## src/hw/rtl/ilir_pkg.sv

```systemverilog
// ilir_pkg: shared types and codes for the indexed list block
// used by ilir_cell and indexed_list_insert_remove; no dependencies
`timescale 1ns / 1ps

package ilir_pkg;

  // widths fixed by the request and result beats
  localparam int MODE_W   = 3;
  localparam int POS_W    = 5;
  localparam int DATA_W   = 32;
  localparam int STATUS_W = 2;
  localparam int COUNT_W  = 5;

  // request modes
  typedef enum logic [MODE_W-1:0] {
    MODE_INSERT = 3'd0,
    MODE_REMOVE = 3'd1,
    MODE_READ   = 3'd2,
    MODE_WRITE  = 3'd3,
    MODE_CLEAR  = 3'd4
  } mode_e;

  // result status codes
  typedef enum logic [STATUS_W-1:0] {
    STATUS_OK    = 2'd0,
    STATUS_RANGE = 2'd1,
    STATUS_FULL  = 2'd2
  } status_e;

  // slot update applied by every cell in the same cycle
  typedef enum logic [1:0] {
    CELL_HOLD   = 2'd0,
    CELL_INSERT = 2'd1,
    CELL_REMOVE = 2'd2,
    CELL_WRITE  = 2'd3
  } cell_op_e;

  // command broadcast along the chain of cells
  typedef struct packed {
    cell_op_e           op;
    logic               load_rd;
    logic               shift_rd;
    logic [POS_W-1:0]   pos;
  } cell_cmd_t;

  // controller states
  typedef enum logic [1:0] {
    ST_IDLE  = 2'd0,
    ST_SHIFT = 2'd1,
    ST_EMIT  = 2'd2
  } ctrl_state_e;

endpackage

```

## src/hw/rtl/ilir_cell.sv

```systemverilog
// ilir_cell: one list slot plus one stage of the read-out shift chain
// depends on ilir_pkg for the command struct and cell op codes
`timescale 1ns / 1ps

module ilir_cell #(
  parameter int IDX        = 0,
  parameter int ELEM_WIDTH = 32
) (
  input  logic                  clk_i,
  input  ilir_pkg::cell_cmd_t   cmd_i,
  input  logic [ELEM_WIDTH-1:0] val_i,
  input  logic [ELEM_WIDTH-1:0] left_i,
  input  logic [ELEM_WIDTH-1:0] right_i,
  input  logic [ELEM_WIDTH-1:0] rd_next_i,
  output logic [ELEM_WIDTH-1:0] slot_o,
  output logic [ELEM_WIDTH-1:0] rd_o
);
  import ilir_pkg::*;

  // this cell's index as seen by a 5-bit position
  localparam bit              InRange = (IDX < (1 << POS_W));
  localparam logic [POS_W-1:0] IdxLo  = POS_W'(IDX % (1 << POS_W));

  logic [ELEM_WIDTH-1:0] slot_q, slot_d;
  logic [ELEM_WIDTH-1:0] rd_q, rd_d;
  logic                  at_pos, above_pos;

  // position compare
  assign at_pos    = InRange && (cmd_i.pos == IdxLo);
  assign above_pos = !InRange || (IdxLo > cmd_i.pos);

  // slot update from the neighbors or the request value
  always_comb begin
    slot_d = slot_q;
    case (cmd_i.op)
      CELL_INSERT: begin
        if (above_pos) begin
          slot_d = left_i;
        end else if (at_pos) begin
          slot_d = val_i;
        end
      end
      CELL_REMOVE: begin
        if (above_pos || at_pos) begin
          slot_d = right_i;
        end
      end
      CELL_WRITE: begin
        if (at_pos) begin
          slot_d = val_i;
        end
      end
      default: begin
        slot_d = slot_q;
      end
    endcase
  end

  // read chain: snapshot the slot, then move toward cell zero
  always_comb begin
    rd_d = rd_q;
    if (cmd_i.load_rd) begin
      rd_d = slot_q;
    end else if (cmd_i.shift_rd) begin
      rd_d = rd_next_i;
    end
  end

  always_ff @(posedge clk_i) begin
    slot_q <= slot_d;
    rd_q   <= rd_d;
  end

  assign slot_o = slot_q;
  assign rd_o   = rd_q;

endmodule

```

## src/hw/rtl/indexed_list_insert_remove.sv

```systemverilog
// indexed_list_insert_remove: ordered list held in a chain of slot cells
// the result beat is given in ST_EMIT, entered from ST_IDLE on acceptance; a read or remove that
// succeeds at a nonzero position first passes through ST_SHIFT, where the read chain moves the
// entry one cell per cycle to cell zero; a new request is accepted only in ST_IDLE, and
// busy_o stays high through the result beat, which is strobed on result_valid_o
// reset clears the count and the controller, not the slots; the receiver cannot stall
`timescale 1ns / 1ps

module indexed_list_insert_remove #(
  parameter int CAPACITY   = 16,
  parameter int ELEM_WIDTH = 32
) (
  input  logic                            clk_i,
  input  logic                            rst_ni,
  input  logic                            start_i,
  output logic                            busy_o,
  input  logic [ilir_pkg::MODE_W-1:0]     mode_i,
  input  logic [ilir_pkg::POS_W-1:0]      position_i,
  input  logic [ilir_pkg::DATA_W-1:0]     element_value_i,
  output logic                            result_valid_o,
  output logic [ilir_pkg::DATA_W-1:0]     data_out_o,
  output logic [ilir_pkg::STATUS_W-1:0]   status_o,
  output logic [ilir_pkg::COUNT_W-1:0]    item_count_o
);
  import ilir_pkg::*;

  localparam int CW    = $clog2(CAPACITY + 1);
  localparam int CMPW  = (CW > POS_W) ? CW : POS_W;
  localparam int CopyW = (ELEM_WIDTH < DATA_W) ? ELEM_WIDTH : DATA_W;

  ctrl_state_e           state_q, state_d;
  logic [CW-1:0]         count_q, count_d;
  status_e               status_q, status_d;
  logic                  has_data_q, has_data_d;
  logic [POS_W-1:0]      shift_q, shift_d;
  logic                  accept;
  cell_cmd_t             cmd;
  logic [ELEM_WIDTH-1:0] elem;
  logic [CMPW-1:0]       pos_x, cnt_x;
  logic                  full;
  logic [DATA_W-1:0]     rd_word;

  logic [ELEM_WIDTH-1:0] slot [CAPACITY];
  logic [ELEM_WIDTH-1:0] rd   [CAPACITY];

  assign accept = start_i && (state_q == ST_IDLE);
  assign pos_x  = CMPW'(position_i);
  assign cnt_x  = CMPW'(count_q);
  assign full   = (count_q == CW'(CAPACITY));

  // request value trimmed to the element width
  always_comb begin
    elem = '0;
    elem[CopyW-1:0] = element_value_i[CopyW-1:0];
  end

  // decode the request against the current count
  always_comb begin
    cmd        = '{op: CELL_HOLD, load_rd: 1'b0, shift_rd: 1'b0, pos: position_i};
    count_d    = count_q;
    status_d   = status_q;
    has_data_d = has_data_q;
    shift_d    = shift_q;
    if (accept) begin
      status_d   = STATUS_OK;
      has_data_d = 1'b0;
      shift_d    = position_i;
      cmd.load_rd = 1'b1;
      case (mode_e'(mode_i))
        MODE_INSERT: begin
          if (pos_x > cnt_x) begin
            status_d = STATUS_RANGE;
          end else if (full) begin
            status_d = STATUS_FULL;
          end else begin
            cmd.op  = CELL_INSERT;
            count_d = count_q + CW'(1);
          end
        end
        MODE_REMOVE: begin
          if (pos_x >= cnt_x) begin
            status_d = STATUS_RANGE;
          end else begin
            cmd.op     = CELL_REMOVE;
            count_d    = count_q - CW'(1);
            has_data_d = 1'b1;
          end
        end
        MODE_READ: begin
          if (pos_x >= cnt_x) begin
            status_d = STATUS_RANGE;
          end else begin
            has_data_d = 1'b1;
          end
        end
        MODE_WRITE: begin
          if (pos_x >= cnt_x) begin
            status_d = STATUS_RANGE;
          end else begin
            cmd.op = CELL_WRITE;
          end
        end
        MODE_CLEAR: begin
          count_d = '0;
        end
        default: begin
          status_d = STATUS_OK;
        end
      endcase
    end else if (state_q == ST_SHIFT) begin
      cmd.shift_rd = 1'b1;
      shift_d      = shift_q - POS_W'(1);
    end
  end

  // next state
  always_comb begin
    state_d = state_q;
    case (state_q)
      ST_IDLE: begin
        if (accept) begin
          if (has_data_d && (position_i != '0)) begin
            state_d = ST_SHIFT;
          end else begin
            state_d = ST_EMIT;
          end
        end
      end
      ST_SHIFT: begin
        if (shift_q == POS_W'(1)) begin
          state_d = ST_EMIT;
        end
      end
      ST_EMIT: begin
        state_d = ST_IDLE;
      end
      default: begin
        state_d = ST_IDLE;
      end
    endcase
  end

  // control registers
  always_ff @(posedge clk_i or negedge rst_ni) begin
    if (!rst_ni) begin
      state_q <= ST_IDLE;
      count_q <= '0;
    end else begin
      state_q <= state_d;
      count_q <= count_d;
    end
  end

  // result payload registers
  always_ff @(posedge clk_i) begin
    status_q   <= status_d;
    has_data_q <= has_data_d;
    shift_q    <= shift_d;
  end

  // chain of slot cells
  for (genvar i = 0; i < CAPACITY; i++) begin : g_cell
    logic [ELEM_WIDTH-1:0] left, right, rd_next;
    if (i == 0) begin : g_first
      assign left = '0;
    end else begin : g_left
      assign left = slot[i-1];
    end
    if (i == CAPACITY - 1) begin : g_last
      assign right   = '0;
      assign rd_next = '0;
    end else begin : g_right
      assign right   = slot[i+1];
      assign rd_next = rd[i+1];
    end
    ilir_cell #(
      .IDX        (i),
      .ELEM_WIDTH (ELEM_WIDTH)
    ) u_cell (
      .clk_i     (clk_i),
      .cmd_i     (cmd),
      .val_i     (elem),
      .left_i    (left),
      .right_i   (right),
      .rd_next_i (rd_next),
      .slot_o    (slot[i]),
      .rd_o      (rd[i])
    );
  end

  // read word taken from the head of the read chain
  always_comb begin
    rd_word = '0;
    rd_word[CopyW-1:0] = rd[0][CopyW-1:0];
  end

  // outputs
  always_comb begin
    busy_o         = (state_q != ST_IDLE);
    result_valid_o = (state_q == ST_EMIT);
    data_out_o     = has_data_q ? rd_word : '0;
    status_o       = status_q;
    item_count_o   = COUNT_W'(count_q);
  end

endmodule

```

## config.mk

```make
export PLATFORM = sky130hd
export DESIGN_NAME = indexed_list_insert_remove
export DESIGN_NICKNAME = d
export VERILOG_FILES = /design/src/hw/rtl/ilir_pkg.sv /design/src/hw/rtl/ilir_cell.sv /design/src/hw/rtl/indexed_list_insert_remove.sv
export SDC_FILE = /design/constraint.sdc
export NUM_CORES = 2
export LEC_CHECK = 0
export BUFFER_PORTS_ARGS = -buffer_cell sky130_fd_sc_hd__buf_2
export CORE_MARGIN = 2
export CORE_UTILIZATION = 35
export DETAILED_ROUTE_END_ITERATION = 8
export GPL_TIMING_DRIVEN = 1
export PLACE_DENSITY_LB_ADDON = 0.12
export RECOVER_POWER = 50
export SETUP_SLACK_MARGIN = 0.2
export SLEW_MARGIN = 10
export SYNTH_ARGS = -nofsm -noshare
export SYNTH_HDL_FRONTEND = slang
export SYNTH_HIERARCHICAL = 1
export SYNTH_SLANG_ARGS = --single-unit
```

## constraint.sdc

```tcl
create_clock -name clk_i -period 7.3 [get_ports clk_i]
set_input_delay 1.095 -clock clk_i [delete_from_list [all_inputs] [get_ports clk_i]]
set_output_delay 1.095 -clock clk_i [all_outputs]
set_load 0.005 [all_outputs]
```

# After elaboration in Yosys (flattened, before gate mapping)
# Cells that the tools add are included.
# word_totals
wordCells	274
regBits	1039
input_bits	43
output_inout_bits	41
# op_classes
mux	122
reduce_logical	47
n_eq_ne	47
n_lt_le_gt_ge	18
addsub	3
# op_table
operator	n
$mux 32	81
$pmux 32 s3	16
$eq 5x4->1 const B	8
$gt 4x5->1 const A	8
$ne 2x1->1 const B	17
$reduce_and 2->1	17
$mux 5	5
$eq 5x3->1 const B	4
$gt 3x5->1 const A	4
$logic_or 1x1->1	16
$pmux 5 s3	1
$mux 2	7
$eq 5x1->1 const B	2
$eq 5x2->1 const B	2
$gt 1x5->1 const A	2
$gt 2x5->1 const A	2
$sub 5x1->5 const B	2
$mux 1	8
$ne 2x2->1 const B	4
$pmux 2 s2	2
$eq 2x2->1 const B	3
$eq 3x2->1 const B	2
$pmux 2 s3	1
$reduce_bool 2->1	3
17 further kinds	20

# Longest topological paths before layout
# depth
depth_word	8
mapped_depth	13
ltp_nobuf	10

# Cells and area by module
# Netlist, hierarchy kept.
# modules_own_cells
mod	area_per_inst_um2	seq_area_each_um2	cells_each	instances
ilir_cell (g_cell[15].u_cell)	4058.9	1921.8	304	1
ilir_cell (g_cell[7].u_cell)	3772.4	1921.8	332	1
ilir_cell (g_cell[1].u_cell)	3718.6	1921.8	293	1
ilir_cell (g_cell[8].u_cell)	3513.4	1921.8	255	1
ilir_cell (g_cell[14].u_cell)	3438.3	1921.8	260	1
ilir_cell (g_cell[12].u_cell)	3434.5	1921.8	270	1
ilir_cell (g_cell[4].u_cell)	3409.5	1921.8	271	1
ilir_cell (g_cell[10].u_cell)	3379.5	1921.8	232	1
ilir_cell (g_cell[11].u_cell)	3373.2	1921.8	219	1
ilir_cell (g_cell[9].u_cell)	3347.0	1921.8	219	1
ilir_cell (g_cell[0].u_cell)	3337.0	1921.8	257	1
ilir_cell (g_cell[13].u_cell)	3193.1	1921.8	219	1
ilir_cell (g_cell[6].u_cell)	3184.3	1921.8	218	1
ilir_cell (g_cell[5].u_cell)	3161.8	1921.8	219	1
+3 rows	-	-	-	-

# Least setup slack after synthesis
# OpenSTA, ideal clock, no wires.
# synth_path
kind	input-to-reg
start	input port start_i
end	register g_cell[15].u_cell.slot_q[0] (enable)
stages	7
setup_time_ns	0.388
required_ns	6.912
path_slack_ns	2.393
arrival_time_ns	4.520
path_buffers	3
cell_sequence	or3b_1 buf_2 inv_1 and3b_1 buf_6 clkbuf_1 a21o_1
# synth_lines
item	line	rtl
from (decl)	indexed_list_insert_remove.sv:15	input logic start_i,
to (signal assigned)	ilir_cell.sv:70	slot_q <= slot_d;
to (decl)	ilir_cell.sv:24	logic [ELEM_WIDTH-1:0] slot_q, slot_d;

# Final worst setup path
# layout_path
start	register state_q[1]
end	register g_cell[14].u_cell.rd_q[20] (enable)
# layout_via
elab_chain_cells	4
elab_cells_between_ends	7
cone_classes	eq/ne: 1; mux: 3; reduce/logical: 3
# layout_rtl
item	line	rtl
from (decl)	indexed_list_insert_remove.sv:31	ctrl_state_e state_q, state_d;
from (signal assigned)	indexed_list_insert_remove.sv:149	state_q <= state_d;
$logic_not 2->1 (*)	indexed_list_insert_remove.sv:46	assign accept = start_i && (state_q == ST_IDLE);
$logic_and 1x1->1 (*)	indexed_list_insert_remove.sv:46	
named net accept	indexed_list_insert_remove.sv:36	logic accept;
$mux 1 or $mux 3 (tied branches)	indexed_list_insert_remove.sv:64	if (accept) begin
$reduce_bool 2->1 (no source line) (*)	-	
to (signal assigned)	ilir_cell.sv:71	rd_q <= rd_d;
to (decl)	ilir_cell.sv:25	logic [ELEM_WIDTH-1:0] rd_q, rd_d;
# Mark *: on every way through the listed nets, which the timed path passes. The rest lies on a longest branch.
# A chain may end at the register's enable or synchronous reset.

==> flow_summary.json <==
{
  "drtIter0Drc": 4092,
  "netlist.area_leader.share": 0.5534,
  "ys.flop_type": "edfxtp_1",
  "avgSynthCellArea_um2": 13.54,
  "die_w_um": 403.8,
  "max_stage_delay_ps": 1570,
  "reg2reg_to": "g_cell[14].u_cell/rd_o[20]",
  "async_reset_ff_frac": 0.006737,
  "cts_resized": 0,
  "worst_r2r_path_depth": 5,
  "critPathCaptureType": "register",
  "grt_pass1_wl_um": 288400,
  "finClkSkew_ps": 27.32,
  "tns_ps": 0,
  "crit_type": "reg -> reg",
  "wire_per_inst_um": 31.51,
  "cts_sinks": 1039,
  "path_buf_inv": 3,
  "outcome": "complete, but fails checks",
  "antenna_left": 0,
  "cts_hold_buffers": 0,
  "relSlewSlack": -1.377,
  "drc": 0,
  "cts_root_buf": "clkbuf_16",
  "num_rows": 146,
  "cts.path.max_buffers": 3,
  "cts_htree_levels": 4,
  "violations": "max-capacitance violations, max-slew violations",
  "synth-edff-count": 1031,
  "cpMaxStageDelayCell": "clkbuf_1",
  "gp_congestion": 0.7888,
  "min_path_type": "in -> async",
  "nNetsFinal": 4169,
  "io_pins": 84,
  "vias": 38550,
  "synth.distinct_cells": 98,
  "start_kind": "register",
  "ff2ff_setup_slack_ps": 1620,
  "critical_path_required_ps": 7640,
  "synth_common_cells": "edfxtp_1, mux2_2, a22oi_1",
  "grt_max_degree": 150,
  "fin_crit_ps": 5680,
  "fin_crit_sh": 0.7780,
  "die_y_um": 403.8,
  "grt_usage": 0.2387,
  "drv_cap": 23,
  "p_per_area_mw_per_mm2": 369.2,
  "yosysSeqAreaShare": 0.5569,
  "clk_latency_ps": 770,
  "grt_setup_unrepaired": "no",
  "viasPerCell": 6.135,
  "yosysWarnings": 6,
  "coreArea_mm2": 0.1586,
  "synthMostInstantiatedCell": "edfxtp_1",
  "power_leakage_nw": 20.72,
  "n_fill_cell": 15010,
  "path_cells": "or3b_1 -> inv_8 -> buf_12 -> or2_0 -> clkbuf_1",
  "dieArea_mm2": 0.1631,
  "path_delay_family": "buffers and inverters",
  "seqCellArea_mm2": 0.03115,
  "tightest_slew_ps": 3565,
  "synth-seq-cells": 1039,
  "io_buffers": 83,
  "finalSetupViolations": 0,
  "antenna_found_initial": 6,
  "fin_area_mm2": 0.06170,
  "synth_top_cell_by_area": "edfxtp_1",
  "cts_buffers": 130,
  "synthTopCellsByArea": "edfxtp_1, mux2_2, mux2i_1, a22oi_1, o211ai_2",
  "cp_max_fo": 140,
  "dp_hpwl_um": 126100,
  "area_growth_pct": 10.28,
  "cts_tree": "done",
  "clkTransAtPathRegs_ps": 60,
  "detail_route.first_pass.iterations": 6,
  "post_cts_buffers": 0,
  "vdd_drop_max_v": 0.0002366,
  "max_freq_mhz": 176.1,
  "crit_arrival_ps": 6020,
  "hold_violations": 0,
  "grt_pass1_vias": 38470,
  "slew_violations": 686,
  "grt_overflow_total": 0,
  "multi_input_area_mm2": 0.02236,
  "drt-total-wl_um": 198000,
  "initial_utilization": 0.3528,
  "drive_gt1_frac": 0.2527,
  "placed_area_mm2": 0.05783,
  "r2r_start": "state_q[1]",
  "syn_inst": 4133,
  "syn_area_mm2": 0.05594
}
-- through the flow --
step / total power, mW / hold slack (ps) / setup slack (ps) / utilization / cells
detailed placement: 16.75 / 514.7 / 1691 / 0.3647 / 6055
global route: 23.77 / 251.1 / 1401 / 0.3891 / 6284
global placement: 16.72 / 510.5 / 1714 / 0.3647 / 6055
floorplan: 14.32 / 501.3 / 2393 / - / 4196
finish: 22.78 / 252.5 / 1620 / 0.3891 / 6284
CTS: 22.97 / 109.0 / 2504 / 0.3896 / 6283
-- kinds of logic (layout without fill, tap and decap cells) --
| group | count (synthesis) | count (layout) | synth area share |
|---|---|---|---|
| simple gates | 696 | 696 | 0.07266 |
| buf+inv | 520 | 535 | 0.05028 |
| fa+ha+maj | 11 | 11 | 0.002594 |
| compound gates | 1087 | 1087 | 0.1668 |
| other cells | 1 | 65 | 0.00006703 |
| mux | 772 | 772 | 0.1496 |
| xor+xnor | 7 | 7 | 0.001096 |
| flops | 1039 | 1039 | 0.5569 |
-- cells in the final DEF, fill, tap and decap left out, drive strengths merged, types with 8 or more instances in the layout --
cell / Yosys / final
o2111ai: 97 / 97
nand3: 136 / 136
inv: 116 / 121
buf: 220 / 165
or2: 26 / 26
a32o: 96 / 96
clkinv: 0 / 42
a21oi: 13 / 13
nand4: 129 / 129
a31o: 8 / 8
mux2: 515 / 515
and3: 34 / 34
nor2b: 15 / 15
o21ai: 200 / 200
a22oi: 318 / 318
nand2: 170 / 170
ha: 10 / 10
conb: 1 / 64
o221ai: 32 / 32
mux2i: 257 / 257
and3b: 65 / 65
a31oi: 64 / 64
and2: 38 / 38
clkbuf: 184 / 201
nor3: 10 / 10
a21o: 12 / 12
edfxtp: 1031 / 1031
nor2: 31 / 31
a221o: 95 / 95
nand2b: 14 / 14
o211ai: 126 / 126
-- worst max-delay path by stage --
stage | startpoint | to | slack [ps] | cells after the start
6_report | state_q[1] | g_cell[14].u_cell/rd_o[20] | 1620 | 5
5_1_grt | state_q[1] | g_cell[14].u_cell/rd_o[29] | 1400 | 5
4_1_cts | position_i[4] | g_cell[8].u_cell/slot_o[0] | 2500 | 12
3_5_place_dp | position_i[4] | g_cell[8].u_cell/slot_o[0] | 1690 | 12
3_3_place_gp | position_i[4] | g_cell[8].u_cell/slot_o[0] | 1710 | 12
2_1_floorplan | start_i | g_cell[15].u_cell/slot_o[0] | 2390 | 7
-- report_power, final --
part           leakage (nW)  internal, mW  switching [mW]
Sequential             9.73          9.68           0.952
Combinational          9.08          2.32            3.68
Clock                  1.90          3.51            2.63
-- layout make-up --
type | instances | area share
diodes | 1 | 0.00004056
clock buffers | 175 | 0.05684
clock inverters | 53 | 0.006936
inverters | 116 | 0.007179
multi-input cells | 2637 | 0.3624
flip-flops and latches | 1039 | 0.5050
well taps | 2072 | 0.04202
repair buffers | 191 | 0.01963
-- routing by layer --
layer  vias up  track usage  part of all wire
met2      1501       0.3844              0.47
li1      16670            -                 -
met3       305      0.02944             0.055
met1     20070       0.3330              0.44
met5         -            0          0.000035
met4         2      0.07869             0.030
-- sequential cells by signal, summed over array words and instances (netlist names) --
signal	flops
item_count_o	5
status_o	2
g_cell.u_cell/slot_o	512
state_q	2
shift_q	5
has_data_q	1
g_cell.u_cell/rd_o	512
Power figures use the tool's default switching activity.
